**src/rtl/core/acv_pkg.sv**
```systemverilog
// ----------------------------------------------------------------------------
// acv_pkg
// Shared types and constants of the ANSI text console.
// ----------------------------------------------------------------------------
package acv_pkg;

  typedef struct packed {
    logic [1:0]  cmd;
    logic [7:0]  char_code;
    logic [10:0] cell_address;
    logic [7:0]  attr_value;
  } item_t;

  typedef struct packed {
    logic [6:0]  cursor_col;
    logic [4:0]  cursor_row;
    logic [10:0] cursor_offset;
    logic [7:0]  current_attr;
    logic [15:0] cell_data;
    logic [2:0]  escape_stage;
  } result_t;

  localparam logic [1:0] CMD_PUT  = 2'd0;
  localparam logic [1:0] CMD_READ = 2'd1;
  localparam logic [1:0] CMD_ATTR = 2'd2;
  // unassigned code: no state change
  localparam logic [1:0] CMD_RSVD = 2'd3;

  localparam logic [7:0] CH_ESC   = 8'd27;
  localparam logic [7:0] CH_CR    = 8'h0d;
  localparam logic [7:0] CH_LF    = 8'h0a;
  localparam logic [7:0] CH_TAB   = 8'h09;
  localparam logic [7:0] CH_BS    = 8'h08;
  localparam logic [7:0] CH_SPACE = 8'h20;
  localparam logic [7:0] CH_LBR   = 8'h5b;
  localparam logic [7:0] CH_J     = 8'h4a;
  localparam logic [7:0] CH_M     = 8'h6d;
  localparam logic [7:0] CH_0     = 8'h30;
  localparam logic [7:0] CH_1     = 8'h31;
  localparam logic [7:0] CH_2     = 8'h32;
  localparam logic [7:0] CH_3     = 8'h33;
  localparam logic [7:0] CH_4     = 8'h34;
  localparam logic [7:0] CH_7     = 8'h37;

  localparam logic [7:0] ATTR_NORMAL  = 8'h07;
  localparam logic [7:0] ATTR_BRIGHT  = 8'h0f;
  localparam logic [7:0] ATTR_REVERSE = 8'h70;

  localparam logic [2:0] ESC_IDLE  = 3'd0;
  localparam logic [2:0] ESC_SEEN  = 3'd1;
  localparam logic [2:0] ESC_CSI   = 3'd2;
  localparam logic [2:0] ESC_DIGIT = 3'd3;
  localparam logic [2:0] ESC_COLOR = 3'd4;

  function automatic logic [3:0] colour_map(input logic [2:0] idx);
    case (idx)
      3'd0: colour_map = 4'd0;
      3'd1: colour_map = 4'd4;
      3'd2: colour_map = 4'd2;
      3'd3: colour_map = 4'd14;
      3'd4: colour_map = 4'd1;
      3'd5: colour_map = 4'd5;
      3'd6: colour_map = 4'd3;
      default: colour_map = 4'd15;
    endcase
  endfunction

endpackage

```
**src/rtl/core/acv_front.sv**
```systemverilog
// ----------------------------------------------------------------------------
// acv_front
// Input queue: takes beats and holds them until the executor pulls them.
// ----------------------------------------------------------------------------
module acv_front
  import acv_pkg::*;
(
  input  logic  clk,
  input  logic  rst,
  input  logic  push,
  output logic  full,
  input  item_t item,
  input  logic  hold,
  output logic  avail,
  output item_t head,
  input  logic  take
);
  item_t      slot [2];
  logic       rd_ptr;
  logic       wr_ptr;
  logic [1:0] count;
  logic       do_push;
  logic       do_take;

  // no beats taken while the store is being cleared after reset
  assign full    = (count == 2'd2) || hold;
  assign avail   = (count != 2'd0);
  assign head    = slot[rd_ptr];
  assign do_push = push && !full;
  assign do_take = take && avail;

  always_ff @(posedge clk) begin
    if (do_push) begin
      slot[wr_ptr] <= item;
    end
    if (rst) begin
      rd_ptr <= 1'b0;
      wr_ptr <= 1'b0;
      count  <= 2'd0;
    end else begin
      if (do_push) wr_ptr <= !wr_ptr;
      if (do_take) rd_ptr <= !rd_ptr;
      count <= count + 2'(do_push) - 2'(do_take);
    end
  end
endmodule

```
**config.mk**
```make
export PLATFORM = sky130hd
export DESIGN_NAME = acv_front
export DESIGN_NICKNAME = d
export VERILOG_FILES = /design/src/rtl/core/acv_pkg.sv /design/src/rtl/core/acv_front.sv
export SDC_FILE = /design/constraint.sdc
export NUM_CORES = 1
export LEC_CHECK = 0
export ABC_AREA = 1
export BUFFER_PORTS_ARGS = -buffer_cell sky130_fd_sc_hd__buf_2
export CORE_ASPECT_RATIO = 0.5
export CORE_MARGIN = 3
export CORE_UTILIZATION = 51
export CTS_CLUSTER_SIZE = 12
export DETAILED_ROUTE_END_ITERATION = 10
export GPL_TIMING_DRIVEN = 0
export PLACE_DENSITY = 0.78
export RECOVER_POWER = 100
export SETUP_SLACK_MARGIN = 0.05
export SLEW_MARGIN = 10
export SYNTH_ARGS = -nofsm -noshare
export SYNTH_HDL_FRONTEND = slang
export SYNTH_SLANG_ARGS = --single-unit
```
**constraint.sdc**
```tcl
create_clock -name clk -period 3 [get_ports clk]
set_input_delay 0.15 -clock clk [delete_from_list [all_inputs] [get_ports clk]]
set_output_delay 0.15 -clock clk [all_outputs]
set_load 0.03 [all_outputs]
```
Word level (Yosys, flattened, before mapping)
Memories as Yosys holds them, arrays and structs flattened. A register that Yosys moved wholly into a read port is not among the register bits. Cells that the tools add are included.

Reduce and logical (&&, ||, !) cells: 7. Equality and inequality tests: 1. Muxes and demuxes: 4. $add $sub $neg: 2.

Operator list (count): $mux W1 (4); $logic_not A1 Y1 (3); $add A2 B1 Y2 (1); $eq A2 B2 Y1 const B (1); $logic_and A1 B1 Y1 (2); $reduce_bool A2 Y1 (1); $sub A2 B1 Y2 (1); $logic_or A1 B1 Y1 (1).

Output and inout port bits: 31. Memories: 1. Register bits: 4. Bits of input ports: 34. Logic and storage cells: 18. Memory bits (writable): 58.

Memory list: slot (depth 2, bits a word 29, read ports 1, clocked after Yosys merged registers in 1, write ports 1, line acv_front.sv:18) `item_t slot [2];`.

Logic depth before layout (Yosys ltp)
Gate-level depths: netlist of the first run.

Word-level depth: 6. Mapped depth: 11.

Worst setup path after synthesis of the first run
Ideal clock, no wire load.

Path type: reg-to-reg. From: register count[0]. To: memory slot[0][0] in the netlist's numbering, enable pin. Stages on the path, launching flop included: 5. Path slack: 766 ps. Arrival: 1819 ps. Library setup time: 415 ps. Data required time: 2585 ps. Period minus slack after synthesis: 2234 ps. Buffers on the path: 0. Cell sequence: dfxtp_1 inv_1 nand2_1 nand3_1 nor2_1.

Word-level cells in the longest chain between the ends: 6.

RTL lines: from (decl) (line acv_front.sv:21) `logic [1:0] count;`; from (signal assigned) (line acv_front.sv:43) `count <= count + 2'(do_push) - 2'(do_take);`; $eq A2 B2 Y1 (line acv_front.sv:26) `assign full = (count == 2'd2) || hold;`; $logic_or A1 B1 Y1 (line acv_front.sv:26); $logic_not A1 Y1 (line acv_front.sv:29) `assign do_push = push && !full;`; $logic_and A1 B1 Y1 (line acv_front.sv:29); $mux W1 (line acv_front.sv:33) `if (do_push) begin`; $mux W1 (implied by the code) (line acv_front.sv:34) `slot[wr_ptr] <= item;`; to (decl) (line acv_front.sv:18).

No other way between the ends.

Final worst setup path of the first run
From: register count[0]. To: memory slot[0][18] in the netlist's numbering, enable pin.

The elaborated chain is that of the path after synthesis.

==> run metrics, run 1 <==
Gate Count Post-Synth=130; first-pass GRT wire length=6360 um; top post-synthesis cells by area=edfxtp_1, mux2_2, mux2_4, dfxtp_1, inv_1; vias per std cell=4.86; Worst Max-Slew Pin Slew=1.50 ns; initial antenna violation count=0; Worst-path clk slew=0.06 ns; critical path capture point type=register; flop-to-flop setup slack=0.81 ns; crit path to=slot[0][18]; Comb pwr share=28.1%; R2R cell count=4; Seq pwr share=46.6%; max_cap viols=1; RSZ-0062 raised after global routing=no; Fillers=298; post-synthesis async set-or-reset flop share=0%; vias=1365; Clk pwr share=25.3%; status=complete, but fails checks; CTS max path bufs=2; total CTS buffers=9; skew final=0.00697 ns; Critical-path top delay cell=nor2_2; Worst R2R End=slot[0][18]; top_reg_cell synth=edfxtp_1; crit-path max FO=29; Synth cell types=14; Post-CTS Resized=0; Max VDD drop=465 uV; core area=4200 um^2; Synth area leader=edfxtp_1; IO Pins=65; Rel. slew slack=-0.237%; CP required=2.93 ns; mean routed wirelength per cell=14.5 um; post-synthesis sequential area ratio=76.9%; post-route ant nets=0; number of synthesized flops with an enable pin=58; Synth Register Bits=63; Clk Latency, worst-skew pair=0.33 ns; crit share post-route=73.1%; Post-Place Cell Area=2790 um^2; CTS H-tree depth=3; root buf cell=clkbuf_8; share of cells above drive strength 1=28.6%; Synthesized Nets=166; Critical R2R Launch=count[0]; Tot Pwr=0.00230 W; Largest delay share family, worst path=simple AND/OR/NAND/NOR gates; Yosys Warn Count=0; Initial Util=56.9%; starting DRC count in detailed routing=66; DP Wirelength=2670 um; gr ovfl total=0; Clock Sinks=63; commonest cells after routing, fill and taps aside=edfxtp_1, clkbuf_1, buf_2, mux2_2, dlygate4sd3_1; post-route setup TNS=0 ns; I/O Buffers=64; synthesized area=2390 um^2; Arrival @ worst endpoint=2.12 ns; violated checks=max-capacitance violations, max-slew violations; cell depth of the worst setup path=4; Final Setup Violations=0; Finished Cell Area=3050 um^2; switching share of power=32.1%; PD cells=754 nW/um^2; Total GRT Usage=16.2%; maximum number of pins on one net before global-route repair=30; die area=5600 um^2; drt pass-1 iters=4; CP startpoint kind=register; Crit Path Category=reg2reg; Hold Vio Cnt, Final=0; CP Launch Point=count[0]; Final min period=2.19 ns; Int Power=0.00156 W; std cell rows=16; Switch Pwr=0.000738 W; LEAKAGE=1.12 nW; CTS tree=yes; DRC violations left=0; Die Wd=103 um; Util after Layout=72.5%; Layout Nets=258; CP Buf/Inv Count=1; ant diodes=0; leading cell type in the layout, fill and taps excluded=edfxtp_1; Synth top area share=72.8%; Chip Height=54.4 um; number of global-route vias before repair=1397; synth-to-layout area growth=27.3%; final wirelength=4080 um; Avg Cell Area, Syn=18.4 um^2; max-slew violation count=30; Placer Congestion=0.706; cell-by-cell listing of the critical path=inv_1 > nand2_1 > nand3_1 > nor2_2; Fmax=0.456 GHz; Crit path largest cell delay=1.13 ns; worst min path class=in2reg
[flip-flops by register name, indices dropped and copies added (netlist names), named ones only]
register and flops:
slot 58, count 2, rd_ptr 1, wr_ptr 1
[worst min-delay path by stage]
stage                       start    endpoint  cells after the start
after global placement        rst    count[0]                      2
final                     item[7]  slot[0][7]                      1
after global routing      item[7]  slot[0][7]                      1
after detailed placement      rst    count[0]                      2
after floorplan               rst    count[0]                      1
after CTS                 item[9]  slot[0][9]                      1
[layout make-up]
| cell class | instances | area [um^2] | area share (%) |
|---|---|---|---|
| inverters | 11 | 41.3 | 1.36 |
| multi-input cells | 53 | 485 | 15.9 |
| clock inverters | 6 | 27.5 | 0.903 |
| well taps | 54 | 67.6 | 2.22 |
| clock buffers | 10 | 128 | 4.19 |
| repair buffers | 81 | 437 | 14.3 |
| plain buffers | 3 | 18.8 | 0.616 |
| flip-flops and latches | 63 | 1840 | 60.5 |
[Yosys cell counts (2+ instances only)]
cell type / number
nor2_1: 7
mux2_4: 10
nand3_1: 3
buf_6: 2
inv_1: 11
dfxtp_1: 5
ha_1: 2
nand2_1: 9
mux2_2: 19
edfxtp_1: 58
[power groups by stage]
| stage | clock network (W) | registers [W] | logic (W) |
|---|---|---|---|
| after floorplan | 0 | 0.00108 | 0.000499 |
| after global placement | 0 | 0.00109 | 0.000645 |
| after detailed placement | 0 | 0.00109 | 0.000669 |
| after CTS | 0.000601 | 0.00107 | 0.000681 |
| after global routing | 0.000649 | 0.00108 | 0.000696 |
| final | 0.000582 | 0.00107 | 0.000645 |
[kinds of logic (layout without fill, tap and decap cells)]
family	after synthesis	count (layout)	synth area share [%]
compound gates	2	2	0.523
fa+ha+maj	2	2	1.05
buf+inv	14	111	2.87
flops	63	63	76.9
mux	29	29	15.2
simple gates	20	20	3.40
[repair_timing]
item                      in CTS  in global routing
hold buffers                  10                  7
buffers inserted               0                  0
hold endpoints to repair      19                 12
[stage by stage]
stage          cells  setup WS, ns  hold WS, ns
2_1_floorplan    130         0.766        0.221
3_3_place_gp     248        0.0884        0.320
3_5_place_dp     248          1.08        0.327
4_1_cts          274          1.07     0.000404
5_1_grt          281         0.609     0.000801
6_report         281         0.808       0.0186
[metal layers]
| layer | global-route usage, % | up-vias | wire [um] |
|---|---|---|---|
| met5 | 0 | - | 0 |
| met4 | 6.88 | 0 | 44 |
| met3 | 6.62 | 5 | 221 |
| met2 | 29.3 | 40 | 2180 |
| met1 | 17.2 | 655 | 1630 |
| li1 | - | 665 | - |
Note: power is estimated with default switching activity, not from simulation.
==> run 2: changes to the inputs <==
--- a/config.mk
+++ b/config.mk
@@ -5,7 +5,7 @@
 export SDC_FILE = /design/constraint.sdc
 export NUM_CORES = 1
 export LEC_CHECK = 0
-export ABC_AREA = 1
+export ABC_AREA = 0
 export BUFFER_PORTS_ARGS = -buffer_cell sky130_fd_sc_hd__buf_2
 export CORE_ASPECT_RATIO = 0.5
 export CORE_MARGIN = 3
==> constraint.sdc (replaced) <==
create_clock -name clk -period 2.3 [get_ports clk]
set_input_delay 0.115 -clock clk [delete_from_list [all_inputs] [get_ports clk]]
set_output_delay 0.115 -clock clk [all_outputs]
set_load 0.03 [all_outputs]
==> run 2 against run 1 <==
The flow now finishes without violations. Via count down 2.3%. Largest cell class unchanged. Die area about the same. Combinational power grew 67%. Global-route usage grew 2.3 points. Worst setup slack worse by 0.47 ns. Register-to-register slack lost 0.41 ns.
==> run metrics, run 2 <==
Synth top area share=72.8% (+0.076 points); synthesized area=2390 um^2 (-0.10%); Synth cell types=19 (+5); Placer Congestion=0.619 (-12%); CP startpoint kind=register; Gate Count Post-Synth=117 (-10%); core area=4200 um^2 (unchanged); Chip Height=54.4 um (about the same); total CTS buffers=9 (unchanged); pre-CTS setup slack=0.610 ns (-0.470 ns); Synthesized Nets=153 (-7.8%); IO Pins=65 (unchanged); synth-to-layout area growth=36.7%; CTS tree=yes; Rel. slew slack=53.6% (+54 points); post-route ant nets=0 (unchanged); Synth top cells by count=edfxtp_1, mux2_2, mux2_4, nor2_1, dfxtp_1; Finished Cell Area=3270 um^2 (+7.3%); std cell rows=16 (unchanged); number of synthesized flops with an enable pin=58 (unchanged); crit path to=head[23]; Synth area leader=edfxtp_1; Crit Path Category=reg2out; CP required=2.18 ns (-0.75 ns); Post-Place Cell Area=2850 um^2 (+2.2%); DP Wirelength=2700 um (+1.0%); top post-synthesis cells by area=edfxtp_1, mux2_2, mux2_4, dfxtp_1, nor2_1; final wirelength=4560 um (+12%); number of global-route vias before repair=1417 (+1.4%); Worst-path clk slew=0.06 ns (about the same); CP Buf/Inv Count=3 (+2); Largest delay share family, worst path=buffers and inverters; cell depth of the worst setup path=4 (unchanged); gr ovfl total=0 (unchanged); I/O Buffers=64 (unchanged); initial antenna violation count=0 (unchanged); vias per std cell=4.73 (-2.7%); Die Wd=103 um (about the same); post-route setup TNS=0 ns (unchanged); ant diodes=0 (unchanged); status=complete, no violations; Max VDD drop=611 uV (+31%); Hold Vio Cnt, Final=0 (unchanged); max_cap viols=0 (-1); setup ws final=0.340 ns (-0.467 ns); leading cell type in the layout, fill and taps excluded=edfxtp_1; die area=5600 um^2 (about the same); Avg Cell Area, Syn=20.4 um^2 (+11%); Fmax=0.510 GHz; Final min period=1.96 ns; Clk Latency, worst-skew pair=0.33 ns (about the same); crit-path max FO=10 (-66%); root buf cell=clkbuf_8; Critical R2R Launch=count[0]; top_reg_cell synth=edfxtp_1; Worst R2R End=slot[0][7]; Fillers=266 (-11%); Util after Layout=77.8% (+5.3 points); RSZ-0062 raised after global routing=no; share of cells above drive strength 1=32.9% (+4.3 points); Arrival @ worst endpoint=1.84 ns (-0.28 ns); Critical-path top delay cell=clkbuf_1; worst min path class=in2reg; skew final=0.00958 ns (+0.00261 ns); DRC violations left=0 (unchanged); Final Setup Violations=0 (unchanged); Yosys Warn Count=0 (unchanged); Worst Max-Slew Pin Slew=0.695 ns (-0.807 ns); drt pass-1 iters=4 (unchanged); largest registers=slot: 58 flops, count: 2 flops; CTS max path bufs=2 (unchanged); first-pass GRT wire length=7110 um (+12%); mean routed wirelength per cell=16.2 um (+12%); CTS H-tree depth=3 (unchanged); cell-by-cell listing of the critical path=clkbuf_1 > buf_6 > mux2_4 > buf_2; flop-to-flop setup slack=0.40 ns (-0.41 ns); commonest cells after routing, fill and taps aside=edfxtp_1, clkbuf_1, dlygate4sd3_1, buf_2, mux2_2; Cell Count, Final, Fillers Out=282 (+0.36%); Crit path largest cell delay=0.45 ns (-0.68 ns); Clock Sinks=63 (unchanged); starting DRC count in detailed routing=67 (+1.5%); post-synthesis async set-or-reset flop share=0% (unchanged); vias=1333 (-2.3%); R2R cell count=4 (unchanged); Initial Util=56.9% (-0.060 points); LEAKAGE=1.19 nW (+6.0%); Layout Nets=259 (+0.39%); PD cells=1070 nW/um^2 (+42%); Total GRT Usage=18.5% (+2.3 points); max-slew violation count=0 (-100%); maximum number of pins on one net before global-route repair=20 (-33%); DP Cell Count=237 (-4.4%); crit share post-route=85.2%; Largest register FFs=58 (unchanged); post-synthesis sequential area ratio=77.0% (+0.081 points); top-count cell post-synth=edfxtp_1; Reg with most FFs=slot; Synth Register Bits=63 (unchanged); critical path capture point type=primary output
## run 2: area by class of cell
type | count | area [um^2] | share of cell area [%]
plain buffers | 3 | 18.8 | 0.574
repair buffers | 95 | 617 | 18.9
well taps | 54 | 67.6 | 2.07
clock inverters | 4 | 70.1 | 2.14
flip-flops and latches | 63 | 1840 | 56.3
clock buffers | 12 | 135 | 4.13
inverters | 2 | 7.51 | 0.230
multi-input cells | 49 | 512 | 15.7
## run 2: kinds of logic (layout without fill, tap and decap cells)
kind of cell	after synthesis	count (layout)	share of synthesized area (%)
DFF	63	63	77.0
muxes	30	30	15.9
and+or+nand+nor	14	14	3.56
buffers and inverters	5	116	1.47
adders and majority gates	2	2	1.05
xor gates and xnor gates	2	2	0.733
AOI/OAI and AO/OA	1	1	0.314
## run 2: through the flow
step / hold WS (ns) / power [W]
after floorplan: 0.187 / 0.00226
after global placement: 0.303 / 0.00249
after detailed placement: 0.306 / 0.00254
after CTS: 0.00400 / 0.00358
after global routing: 0.0257 / 0.00366
final: 0.0268 / 0.00349
## run 2: how the worst min path moves through the flow
stage          startpoint          end  slack, ns  depth (start not counted)
4_1_cts               rst     register      0.004                          2
3_3_place_gp     item[13]  slot[0][13]       0.30                          1
2_1_floorplan         rst     count[0]       0.19                          1
6_report              rst     register       0.03                          2
3_5_place_dp     item[13]  slot[0][13]       0.31                          1
5_1_grt               rst     register       0.03                          2
## run 2: repair_timing
| item | CTS | global route |
|---|---|---|
| endpoints found under the hold margin | 58 | 0 |
| setup buffers | 0 | 0 |
| hold buffers | 29 | 0 |
| gates resized for setup | 0 | 0 |
## run 2: worst reg2reg max path, stage by stage (launching register included)
cell      delay (ns)
dfxtp_1         0.36
nand2b_2        0.14
nand3b_1        0.24
nor2_2          0.62
buf_16          0.25
## run 2: power breakdown
group	total [W]	internal [W]	switching (W)
Sequential	0.00142	0.00137	0.0000420
Clock	0.000993	0.000608	0.000385
Combinational	0.00108	0.000426	0.000658
Total	0.00349	0.00241	0.00109
## run 2: routing by layer
layer  track usage [%]  vias up  part of all wire (%)
li1                  -      660                     -
met1              21.5      631                    41
met2              32.1       36                    53
met3              5.85        6                   3.9
met4              8.82        0                   1.8
met5                 0        -                     0
==> run 3: changes to the inputs <==
==> constraint.sdc (replaced) <==
create_clock -name clk -period 2.1 [get_ports clk]
set_input_delay 0.105 -clock clk [delete_from_list [all_inputs] [get_ports clk]]
set_output_delay 0.105 -clock clk [all_outputs]
set_load 0.03 [all_outputs]
==> run 3 against run 2 <==
Sequential power rose by 9%. Non-clock buffer count increased by 1. Clock skew hardly changed. Clock power grew 9.8%. Global-route usage barely moved. First-iteration DRC count shrank 1.5%. Critical path depth fell by 1. Die area did not move. Cell count up 0.35%. Final area grew 0.23%. Register-to-register slack worse by 0.08 ns. Worst hold slack improved by 0.15 ns. Critical endpoint is now head[8].
==> run metrics, run 3 (synthesized netlist as in run 2, its figures left out) <==
commonest cells after routing, fill and taps aside=edfxtp_1, clkbuf_1, dlygate4sd3_1, mux2_2, buf_2; PD cells=1170 nW/um^2 (+9.2%); max-slew violation count=0 (unchanged); crit path to=head[8]; CTS max path bufs=2 (unchanged); Reg with most FFs=slot; number of global-route vias before repair=1417 (unchanged); Initial Util=56.9% (unchanged); max_cap viols=0 (unchanged); share of cells above drive strength 1=29.7% (-3.2 points); Rel. slew slack=49.5% (-4.1 points); root buf cell=clkbuf_8; vias=1342 (+0.68%); Final Setup Violations=0 (unchanged); cell-by-cell listing of the critical path=clkbuf_1 > mux2_2 > clkbuf_1; CTS H-tree depth=3 (unchanged); Crit Path Category=reg2out; total CTS buffers=9 (unchanged); final wirelength=4610 um (+1.1%); Crit path largest cell delay=0.49 ns (+0.04 ns); CTS tree=yes; cell mode on critical path=clkbuf_1; skew final=0.00939 ns (-0.000189 ns); Arrival @ worst endpoint=1.78 ns (-0.06 ns); Fmax=0.531 GHz; crit share post-route=89.7%; Hold Vio Cnt, Final=0 (unchanged); Total GRT Usage=18.5% (-0.029 points); die area=5600 um^2 (unchanged); vias per std cell=4.74 (+0.32%); Critical R2R Launch=count[0]; ant diodes=0 (unchanged); initial antenna violation count=0 (unchanged); IO Pins=65 (unchanged); maximum number of pins on one net before global-route repair=20 (unchanged); starting DRC count in detailed routing=66 (-1.5%); CP startpoint kind=register; Worst R2R End=slot[1][7]; crit-path max FO=10 (unchanged); DP Wirelength=2700 um (unchanged); I/O Buffers=64 (unchanged); setup ws final=0.217 ns (-0.124 ns); Critical-path top delay cell=clkbuf_1; mean routed wirelength per cell=16.3 um (+0.74%); CP Buf/Inv Count=2 (-1); largest registers=slot: 58 flops, count: 2 flops; drt pass-1 iters=4 (unchanged); Placer Congestion=0.619 (unchanged); Clk Latency, worst-skew pair=0.33 ns (about the same); Finished Cell Area=3280 um^2 (+0.23%); worst min path class=in2reg; Largest delay share family, worst path=buffers and inverters; leading cell type in the layout, fill and taps excluded=edfxtp_1; post-route ant nets=0 (unchanged); Chip Height=54.4 um (unchanged); CP required=2.00 ns (-0.18 ns); LEAKAGE=1.18 nW (-0.71%); cell depth of the worst setup path=3 (-1); Largest register FFs=58 (unchanged); Setup Buffers After CTS=0 (unchanged); R2R cell count=4 (unchanged); Clock Sinks=63 (unchanged); critical path capture point type=primary output; first-pass GRT wire length=7100 um (-0.18%); flop-to-flop setup slack=0.32 ns (-0.08 ns); core area=4200 um^2 (unchanged); Layout Nets=260 (+0.39%); Max VDD drop=668 uV (+9.3%); Worst-path clk slew=0.06 ns (about the same); synth-to-layout area growth=37.0%; std cell rows=16 (unchanged); Post-Place Cell Area=2850 um^2 (unchanged); gr ovfl total=0 (unchanged); Util after Layout=77.9% (+0.18 points); Final min period=1.88 ns; DRC violations left=0 (unchanged); status=complete, no violations; Worst Max-Slew Pin Slew=0.756 ns (+0.0614 ns); Die Wd=103 um (unchanged); RSZ-0062 raised after global routing=no; pre-CTS setup slack=0.410 ns (-0.200 ns)
==> run 3: metrics by stage <==
step	power, W	setup TNS [ns]	cells	hold WS (ns)
floorplan	0.00247	-8.26	117	0.177
global placement	0.00273	-50.05	235	0.293
detailed placement	0.00279	0	237	0.296
CTS	0.00392	0	283	0.188
global route	0.00400	0	283	0.166
finish	0.00382	0	283	0.176
==> run 3: metal layers <==
| layer | vias to the layer above | track usage [%] | part of all wire [%] |
|---|---|---|---|
| met5 | - | 0 | 0 |
| met4 | 0 | 8.82 | 1.8 |
| met3 | 6 | 5.85 | 4.0 |
| met2 | 38 | 32.2 | 52 |
| met1 | 635 | 21.4 | 42 |
| li1 | 663 | - | - |
==> run 3: area by class of cell <==
type	instances	area, um^2
flip-flops and latches	63	1840
fillers	268	927
repair buffers	96	616
multi-input cells	49	519
clock buffers	12	135
clock inverters	4	70.1
well taps	54	67.6
plain buffers	3	20.0
inverters	2	7.51
==> run 3: what timing repair did <==
action,4_1_cts,5_1_grt
resized for setup,0,0
hold buffers,30,0
endpoints found under the hold margin,60,0
==> run 3: worst reg2reg max path: stages, from the launching register on <==
cell and delay (ns):
dfxtp_1 0.36, nand2b_2 0.17, nand3b_4 0.12, nor2_2 0.60, buf_16 0.24
==> run 3: power by group <==
group | internal (W) | switching, W | leakage [nW]
Clock | 0.000666 | 0.000421 | 0.104
Sequential | 0.00151 | 0.0000481 | 0.573
Combinational | 0.000459 | 0.000724 | 0.506
==> run 3: worst min path at each step <==
stage	start	to	slack, ns	cells after the start
floorplan	rst	count[0]	0.18	1
global placement	item[13]	slot[0][13]	0.29	1
detailed placement	item[13]	slot[0][13]	0.30	1
CTS	push	wr_ptr	0.19	3
global route	push	wr_ptr	0.17	3
finish	push	wr_ptr	0.18	3
